--- src/sv/jetp_pkg.sv ---
package jetp_pkg;

	localparam int FRAC_BITS = 20;
	localparam int Q_W = 24;
	localparam int PROD_W = 48;
	localparam int IDX_W = 6;
	localparam int IDX_N = 1 << IDX_W;
	localparam int COUNT_W = 7;
	localparam int CNT_EXT_W = 11;
	localparam int WR_INDEX_W = 2;

	localparam int GRID_SIZE_DEF = 64;
	localparam int MAX_ITER_DEF = 64;

	localparam longint Q_MAX = 64'sd8388607;
	localparam longint Q_MIN = -64'sd8388608;
	localparam longint ONE_Q = 64'sd1 << FRAC_BITS;

	localparam logic [WR_INDEX_W-1:0] REG_C_REAL = 2'd0;
	localparam logic [WR_INDEX_W-1:0] REG_C_IMAG = 2'd1;

	localparam logic signed [Q_W:0] ESC_LIMIT = 25'sd4194304;
	localparam logic [CNT_EXT_W-1:0] COUNT_CAP = 11'd127;

	typedef enum logic [1:0] {
		ST_IDLE,
		ST_MUL,
		ST_UPD
	} state_t;

	typedef struct packed {
		logic load;
		logic mul;
		logic update;
		logic out_load;
	} cmd_t;

	typedef struct packed {
		logic finish;
	} status_t;

	function automatic logic signed [Q_W-1:0] sat_q(input logic signed [PROD_W-1:0] v);
		logic signed [PROD_W-1:0] hi;
		logic signed [PROD_W-1:0] lo;
		hi = PROD_W'(Q_MAX);
		lo = PROD_W'(Q_MIN);
		if (v > hi) begin
			sat_q = Q_W'(Q_MAX);
		end else if (v < lo) begin
			sat_q = Q_W'(Q_MIN);
		end else begin
			sat_q = v[Q_W-1:0];
		end
	endfunction

endpackage

--- src/sv/jetp_ctrl.sv ---
module jetp_ctrl
	import jetp_pkg::*;
(
	input  logic    clk,
	input  logic    arst_n,
	input  logic    pixel_valid,
	output logic    pixel_ready,
	output logic    count_valid,
	input  logic    count_ready,
	input  status_t status,
	output cmd_t    cmd
);

	state_t state_q;
	state_t state_d;
	logic   out_valid_q;

	always_ff @(posedge clk or negedge arst_n) begin
		if (!arst_n) begin
			state_q <= ST_IDLE;
		end else begin
			state_q <= state_d;
		end
	end

	always_ff @(posedge clk or negedge arst_n) begin
		if (!arst_n) begin
			out_valid_q <= 1'b0;
		end else if (cmd.out_load) begin
			out_valid_q <= 1'b1;
		end else if (count_ready) begin
			out_valid_q <= 1'b0;
		end
	end

	always_comb begin
		state_d = state_q;
		cmd = '0;
		pixel_ready = 1'b0;
		case (state_q)
			ST_IDLE: begin
				pixel_ready = 1'b1;
				if (pixel_valid) begin
					cmd.load = 1'b1;
					state_d = ST_MUL;
				end
			end
			ST_MUL: begin
				cmd.mul = 1'b1;
				state_d = ST_UPD;
			end
			ST_UPD: begin
				if (status.finish) begin
					if (!out_valid_q || count_ready) begin
						cmd.out_load = 1'b1;
						state_d = ST_IDLE;
					end
				end else begin
					cmd.update = 1'b1;
					state_d = ST_MUL;
				end
			end
			default: begin
				state_d = ST_IDLE;
			end
		endcase
	end

	assign count_valid = out_valid_q;

endmodule

--- src/sv/jetp_datapath.sv ---
module jetp_datapath
	import jetp_pkg::*;
#(
	parameter int GRID_SIZE = GRID_SIZE_DEF,
	parameter int MAX_ITER = MAX_ITER_DEF
) (
	input  logic                  clk,
	input  logic                  arst_n,
	input  logic                  wr_en,
	input  logic [WR_INDEX_W-1:0] wr_index,
	input  logic [Q_W-1:0]        wr_data,
	input  logic [IDX_W-1:0]      pixel_col,
	input  logic [IDX_W-1:0]      pixel_row,
	input  cmd_t                  cmd,
	output status_t               status,
	output logic [COUNT_W-1:0]    iter_count
);

	localparam int CNT_W = $clog2(MAX_ITER + 1);

	logic signed [Q_W-1:0]    start_tab [IDX_N];
	logic signed [Q_W-1:0]    c_real_q;
	logic signed [Q_W-1:0]    c_imag_q;
	logic signed [Q_W-1:0]    x_q;
	logic signed [Q_W-1:0]    y_q;
	logic [CNT_W-1:0]         cnt_q;
	logic signed [PROD_W-1:0] xx_s1;
	logic signed [PROD_W-1:0] yy_s1;
	logic signed [PROD_W-1:0] xy_s1;
	logic [COUNT_W-1:0]       iter_count_q;
	logic signed [Q_W-1:0]    x2;
	logic signed [Q_W-1:0]    y2;
	logic signed [Q_W:0]      sq_sum;
	logic signed [Q_W-1:0]    nx;
	logic signed [Q_W-1:0]    ny;
	logic                     escape;
	logic                     at_max;
	logic [CNT_EXT_W-1:0]     cnt_ext;

	for (genvar i = 0; i < IDX_N; i++) begin : g_start
		localparam longint NUM = longint'(i) * 3 * ONE_Q;
		localparam longint RAW = NUM / GRID_SIZE - (3 * ONE_Q) / 2;
		localparam longint SAT = (RAW > Q_MAX) ? Q_MAX : ((RAW < Q_MIN) ? Q_MIN : RAW);
		assign start_tab[i] = Q_W'(SAT);
	end

	always_ff @(posedge clk or negedge arst_n) begin
		if (!arst_n) begin
			c_real_q <= '0;
			c_imag_q <= '0;
		end else if (wr_en) begin
			if (wr_index == REG_C_REAL) begin
				c_real_q <= wr_data;
			end
			if (wr_index == REG_C_IMAG) begin
				c_imag_q <= wr_data;
			end
		end
	end

	assign x2 = sat_q(xx_s1 >>> FRAC_BITS);
	assign y2 = sat_q(yy_s1 >>> FRAC_BITS);
	assign sq_sum = (Q_W+1)'(x2) + (Q_W+1)'(y2);
	assign escape = sq_sum > ESC_LIMIT;
	assign at_max = cnt_q == CNT_W'(MAX_ITER);
	assign nx = sat_q(PROD_W'(x2) - PROD_W'(y2) + PROD_W'(c_real_q));
	assign ny = sat_q((xy_s1 >>> (FRAC_BITS - 1)) + PROD_W'(c_imag_q));
	assign status.finish = at_max || escape;
	assign cnt_ext = CNT_EXT_W'(cnt_q);

	always_ff @(posedge clk) begin
		if (cmd.load) begin
			x_q <= start_tab[pixel_col];
			y_q <= start_tab[pixel_row];
			cnt_q <= '0;
		end else if (cmd.update) begin
			x_q <= nx;
			y_q <= ny;
			cnt_q <= cnt_q + CNT_W'(1);
		end
		if (cmd.mul) begin
			xx_s1 <= x_q * x_q;
			yy_s1 <= y_q * y_q;
			xy_s1 <= x_q * y_q;
		end
		if (cmd.out_load) begin
			iter_count_q <= (cnt_ext > COUNT_CAP) ? COUNT_CAP[COUNT_W-1:0]
				: cnt_ext[COUNT_W-1:0];
		end
	end

	assign iter_count = iter_count_q;

endmodule

--- src/sv/julia_escape_time_pixel.sv ---
// Channel   Handshake                  Payload
// pixel     pixel_valid/pixel_ready    pixel_col[5:0], pixel_row[5:0]
// count     count_valid/count_ready    iter_count[6:0]
// config    wr_en (no wait)            wr_index[1:0], wr_data[23:0]
//
// One pixel is worked on at a time: a request is loaded, then runs escape tests, each
// a multiply step, then a test and update step; a count of n takes n + 1 tests.
// Each multiply step uses the three 24x24 multipliers.
// Reset clears the controller, the output flag and both constant registers.
// A finished count waits in the output register; the next request is taken meanwhile,
// and a later count holds in the datapath until the output register frees.
module julia_escape_time_pixel
	import jetp_pkg::*;
#(
	parameter int GRID_SIZE = GRID_SIZE_DEF,
	parameter int MAX_ITER = MAX_ITER_DEF
) (
	input  logic                  clk,
	input  logic                  arst_n,
	input  logic                  wr_en,
	input  logic [WR_INDEX_W-1:0] wr_index,
	input  logic [Q_W-1:0]        wr_data,
	input  logic                  pixel_valid,
	output logic                  pixel_ready,
	input  logic [IDX_W-1:0]      pixel_col,
	input  logic [IDX_W-1:0]      pixel_row,
	output logic                  count_valid,
	input  logic                  count_ready,
	output logic [COUNT_W-1:0]    iter_count
);

	cmd_t    cmd;
	status_t status;

	jetp_ctrl u_ctrl (
		.clk         (clk),
		.arst_n      (arst_n),
		.pixel_valid (pixel_valid),
		.pixel_ready (pixel_ready),
		.count_valid (count_valid),
		.count_ready (count_ready),
		.status      (status),
		.cmd         (cmd)
	);

	jetp_datapath #(
		.GRID_SIZE (GRID_SIZE),
		.MAX_ITER  (MAX_ITER)
	) u_datapath (
		.clk        (clk),
		.arst_n     (arst_n),
		.wr_en      (wr_en),
		.wr_index   (wr_index),
		.wr_data    (wr_data),
		.pixel_col  (pixel_col),
		.pixel_row  (pixel_row),
		.cmd        (cmd),
		.status     (status),
		.iter_count (iter_count)
	);

endmodule
--- config.mk ---
export PLATFORM = sky130hd
export DESIGN_NAME = julia_escape_time_pixel
export DESIGN_NICKNAME = d
export VERILOG_FILES = /design/src/sv/jetp_pkg.sv /design/src/sv/jetp_ctrl.sv /design/src/sv/jetp_datapath.sv /design/src/sv/julia_escape_time_pixel.sv
export SDC_FILE = /design/constraint.sdc
export NUM_CORES = 2
export LEC_CHECK = 0
export ABC_CLOCK_PERIOD_IN_PS = 20800
export BUFFER_PORTS_ARGS = -buffer_cell sky130_fd_sc_hd__buf_2
export CORE_MARGIN = 3
export CORE_UTILIZATION = 70
export DETAILED_ROUTE_END_ITERATION = 8
export PLACE_DENSITY = 0.92
export SKIP_CTS_REPAIR_TIMING = 1
export SLEW_MARGIN = 20
export SYNTH_ARGS = -nofsm -noshare
export SYNTH_HDL_FRONTEND = slang
export SYNTH_HIERARCHICAL = 1
export SYNTH_SLANG_ARGS = --single-unit
--- constraint.sdc ---
create_clock -name clk -period 20.8 [get_ports clk]
set_clock_uncertainty 0.05 [all_clocks]
set_input_delay 6.24 -clock clk [delete_from_list [all_inputs] [get_ports clk]]
set_output_delay 6.24 -clock clk [all_outputs]
set_load 0.01 [all_outputs]
# Word level (Yosys, flattened, before mapping)
# Memory sizes are Yosys's and may differ from the RTL's.
# Cells that the tools add are included.
# Widths: inputs -> output; s select.
# word_totals
regBits	257
latch_bits	0
mem_bits_rw	0
mem_bits_ro	3072
out_inout_bits	9
word_cells	81
mem_count	2
# classes
add_sub_neg	5
n_mul	3
div_mod_pow	0
order_cmp	12
n_eq_ne	6
n_shift	0
muxes	30
n_bitwise	2
reduce_logical	10
# mem_list
name	depth	width	read_ports	rd_ports_with_merged_regs	write_ports	line_no	text
(name not given)	64	24	1	0	0	jetp_datapath.sv:73	x_q <= start_tab[pixel_col];
(name not given)	64	24	1	0	0	jetp_datapath.sv:74	y_q <= start_tab[pixel_row];
# op_table
operator	count
$mux 24	16
$mul 24x24->48	3
$gt 48x24->1 const B	2
$lt 48x24->1 const B	2
$gt 28x24->1 const B	2
$lt 28x24->1 const B	2
$add 29x24->30	1
$add 25x24->26	1
$add 24x24->25	1
$gt 25x24->1 const B	1
$sub 24x24->25	1
$ge 7x7->1 const B	2
$not 6->7	2
$mux 1	9
$mux 2	4
$add 7x1->7 const B	1
$eq 7x7->1 const B	1
$gt 7x7->1 const B	1
$pmux 2 s3	1
$reduce_and 2->1	3
$eq 2x1->1 const B	2
$logic_not 2->1	2
$reduce_bool 2->1	2
$ne 3x2->1 const B	1
4 further kinds	5

# Longest topological paths before layout
# depth
depth_word	10
depth_mapped	27

# Cells and area by module
# Netlist, hierarchy kept.
# by_module_without_submodules
module	n_inst	cells_each	area_each_um2	seq_area_each_um2
jetp_datapath	1	7202	69445.4	5545.3
jetp_ctrl	1	16	155.1	75.1

# Least setup slack after synthesis
# OpenSTA, ideal clock, no wires.
# synth_path
path_type	input -> register
startpoint	input pixel_valid
endpoint	register u_datapath.x_q[0], enable pin
setup_time_ns	0.384
arrival_ns	7.743
required_ns	20.366
setup_slack_ns	12.623
cell_stages	4
cell_sequence	and2_1 clkbuf_1 clkbuf_1 or2_2
# synth_via
elab_chain_len	3
# synth_lines
element	line_no	text
from (decl)	julia_escape_time_pixel.sv:23	input logic pixel_valid,
$mux 1	jetp_ctrl.sv:43	if (pixel_valid) begin
$mux 1	jetp_ctrl.sv:40	case (state_q)
$reduce_bool 2->1 (no line)	--	
to (signal assigned)	jetp_datapath.sv:73	
to (signal assigned)	jetp_datapath.sv:77	x_q <= nx;
to (decl)	jetp_datapath.sv:24	logic signed [Q_W-1:0] x_q;
# Every way passes these cells.
# A chain may end at the register's enable or synchronous reset.

# Worst setup path after layout
# layout_path
startpoint	register u_datapath.y_q[23]
endpoint	register u_datapath.yy_s1[47] (data pin)
# layout_via
elab_chain_len	1
# layout_lines
element	line_no	text
from (decl)	jetp_datapath.sv:25	logic signed [Q_W-1:0] y_q;
from (signal assigned)	jetp_datapath.sv:74	
from (signal assigned)	jetp_datapath.sv:78	y_q <= ny;
$mul 24x24->48	jetp_datapath.sv:83	yy_s1 <= y_q * y_q;
to (signal assigned)	jetp_datapath.sv:83	
to (decl)	jetp_datapath.sv:28	logic signed [PROD_W-1:0] yy_s1;
# Every way passes these cells.

==> results_dict.tcl <==
set metrics [dict create \
    outcome "complete, no violations" \
    num_vias 50800 \
    synthTopCellsByArea "fa_1, inv_1, ha_1" \
    ys_ff_latch 198 \
    grt_antenna_before_repair 6 \
    clk_path_buf_depth 2 \
    dp_hpwl_um 143000 \
    synth_mux_area_frac 0.00651 \
    globalRouteOverflowTotal 0 \
    clockRootBuffer "clkbuf_16" \
    routed_via_density 6.06 \
    cp-start-kind "flip-flop" \
    gp_congestion 0.998 \
    cts_sinks 198 \
    yosys.area_share.simple 0.111 \
    drc 0 \
    rows 115 \
    finalWorstSetupSlack_ns 11.68 \
    cts_tree "done" \
    tightest_slew_ns 1.27 \
    synth-xor-area-share 0.0242 \
    cts_htree_levels 4 \
    die-width_um 321 \
    drt_first_iter_violations 5090 \
    synth_top_family_by_area "adder cells" \
    synth_largest_area_cell "fa_1" \
    ios 52 \
    grt_pass1_wl_um 305000 \
    syn_to_final_growth_pct 2.92 \
    setup_violations 0 \
    final_util 0.727 \
    drt_pass1_iterations 9 \
    report.final.hold_viol_count 0 \
    synthAdderAreaFrac 0.592 \
    path_class "reg -> reg" \
    core-area_um2 98600 \
    min_period_ns 9.12 \
    clk-insertion-delay-late_ns 0.49 \
    maxCapViolCount 0 \
    drive_gt1_frac 0.0352 \
    ys_warn_count 6 \
    synth_top_area_share 0.501 \
    synth_compound_area_frac 0.0623 \
    grt_pass1_vias 58200 \
    tns_ns 0 \
    hold_path.class "reg -> reg" \
    die_h_um 321 \
    layout_common_cells "inv_1, fa_1, nand2_1, ha_1, and2_1" \
    fin_area_um2 71600 \
    final_common_cell "inv_1" \
    final-max-slew-violation-count 0 \
    period_share 0.439 \
    routedWlPerCell_um 22.2 \
    cp.arrival_ns 9.36 \
    synthCells 7218 \
    grtUsageTotal 0.384 \
    nets 9372 \
    fillers 6303 \
    synth_ff_type "edfxtp_1" \
    fmax_mhz 110 \
    worstPathMaxFanout 37 \
    syn-num-nets 9506 \
    synth.avg_cell_area_um2 9.64 \
    antenna_left 0 \
    drt_wl_total_um 186000 \
    synth_cell_types 95 \
    numCtsBuffers 17 \
    crit_required_ns 21.04 \
    die_area_um2 103000 \
    start_util 0.706 \
    asyncSetResetFlopFracSynth 0.258 \
    placed_area_um2 71000 \
    path_clk_slew_ns 0.08 \
    synth.yosys.seq_area_share 0.0808 \
    pre_cts_ws_ns 11.95 \
    syn_area_um2 69600 \
    grt_max_degree 52 \
    synth_edf_count 140 \
    port-buffer-count 51 \
    rsz0062_at_grt "false" \
    relSlewSlack 0.150 \
    crit_path_end_kind "flip-flop" \
]
==> critical path, cell delays in order, from the launching register on <==
cell,delay (ns)
edfxtp_1,0.38
buf_4,0.29
inv_2,0.70
nor2_1,0.19
fa_1,0.68
fa_1,0.73
inv_1,0.24
fa_1,0.82
inv_1,0.33
fa_1,0.55
fa_1,0.57
fa_1,0.44
fa_1,0.44
ha_1,0.34
and2_1,0.19
or2_2,0.27
a21oi_1,0.18
o311a_1,0.19
nand2_1,0.23
o311ai_0,0.62
nand2_1,0.14
a311oi_1,0.30
==> metrics by stage <==
step,cells,hold slack (ns)
6_report,8390,0.461
2_1_floorplan,7218,0.398
5_1_grt,8384,0.477
3_3_place_gp,8350,0.431
3_5_place_dp,8350,0.427
4_1_cts,8382,0.454
==> layout make-up <==
cell class | count | area [µm²] | area share
Multi-Input combinational cell | 4727 | 55400 | 0.773
Tap cell | 1287 | 1610 | 0.0225
Clock buffer | 18 | 439 | 0.00613
Sequential cell | 198 | 5620 | 0.0785
Timing Repair Buffer | 133 | 887 | 0.0124
Inverter | 2007 | 7530 | 0.105
Clock inverter | 14 | 174 | 0.00243
Antenna cell | 6 | 15.0 | 0.000210
==> worst paths after layout <==
kind | slack (ns) | end | depth (start not counted) | startpoint
max in group asynchronous | 14.41 | u_datapath/c_imag_q[7] | 2 | arst_n
min in group asynchronous | 5.81 | u_ctrl/count_valid | 2 | arst_n
worst max register to register | 11.68 | u_datapath/yy_s1[47] | 21 | u_datapath/y_q[23]
worst min register to register | 0.46 | u_ctrl/state_q[0] | 1 | u_ctrl/state_q[0]
worst min-delay path | 0.46 | u_ctrl/state_q[0] | 1 | u_ctrl/state_q[0]
worst max-delay path | 11.68 | u_datapath/yy_s1[47] | 21 | u_datapath/y_q[23]
==> state kept, by name, summed over array words and instances (netlist names), 24 cells and up <==
register	count
u_datapath/xy_s1	29
u_datapath/xx_s1	28
u_datapath/yy_s1	28
u_datapath/c_imag_q	24
u_datapath/c_real_q	24
u_datapath/x_q	24
u_datapath/y_q	24
==> metal layers <==
metal,share of wire,up-vias,track usage
met1,0.33,25500,0.465
met5,0.00023,-,0
li1,-,21000,-
met2,0.46,3298,0.607
met3,0.12,1083,0.110
met4,0.084,6,0.250
==> synth_stat cells (6+ instances only) <==
| library cell | number |
|---|---|
| a2111oi_0 | 6 |
| a211oi_1 | 20 |
| a21o_1 | 154 |
| a21oi_1 | 150 |
| a221oi_1 | 6 |
| a31o_2 | 7 |
| a31oi_1 | 20 |
| and2_1 | 397 |
| and3_1 | 20 |
| and4_1 | 7 |
| buf_1 | 11 |
| buf_2 | 9 |
| clkbuf_1 | 261 |
| dfrtp_1 | 51 |
| dfxtp_1 | 7 |
| edfxtp_1 | 140 |
| fa_1 | 1743 |
| ha_1 | 502 |
| inv_1 | 2000 |
| mux2_2 | 34 |
| mux2i_1 | 7 |
| nand2_1 | 733 |
| nand2b_1 | 38 |
| nand3_1 | 29 |
| nand3b_1 | 7 |
| nand4_1 | 36 |
| nor2_1 | 229 |
| nor2b_1 | 39 |
| nor3_1 | 35 |
| nor3b_1 | 7 |
| nor4_1 | 8 |
| o211ai_1 | 13 |
| o21a_1 | 25 |
| o21ai_0 | 107 |
| o21ai_1 | 15 |
| o21bai_1 | 15 |
| o31ai_1 | 11 |
| or2_2 | 8 |
| or3_1 | 8 |
| xnor2_1 | 121 |
| xor2_1 | 71 |
==> cell families (layout without fill, tap and decap cells) <==
family                   count (synthesis)  after routing
XOR/XNOR                               192            192
flip-flops                             198            198
AO/OA/AOI/OAI                          635            635
adder cells (fa/ha/maj)               2245           2245
buffers and inverters                 2293           2172
other                                    0              6
AND/OR/NAND/NOR                       1614           1614
multiplexers                            41             41
Power is not shown: default switching activity piles up to over one toggle a cycle in this logic, so the estimate is an artifact.
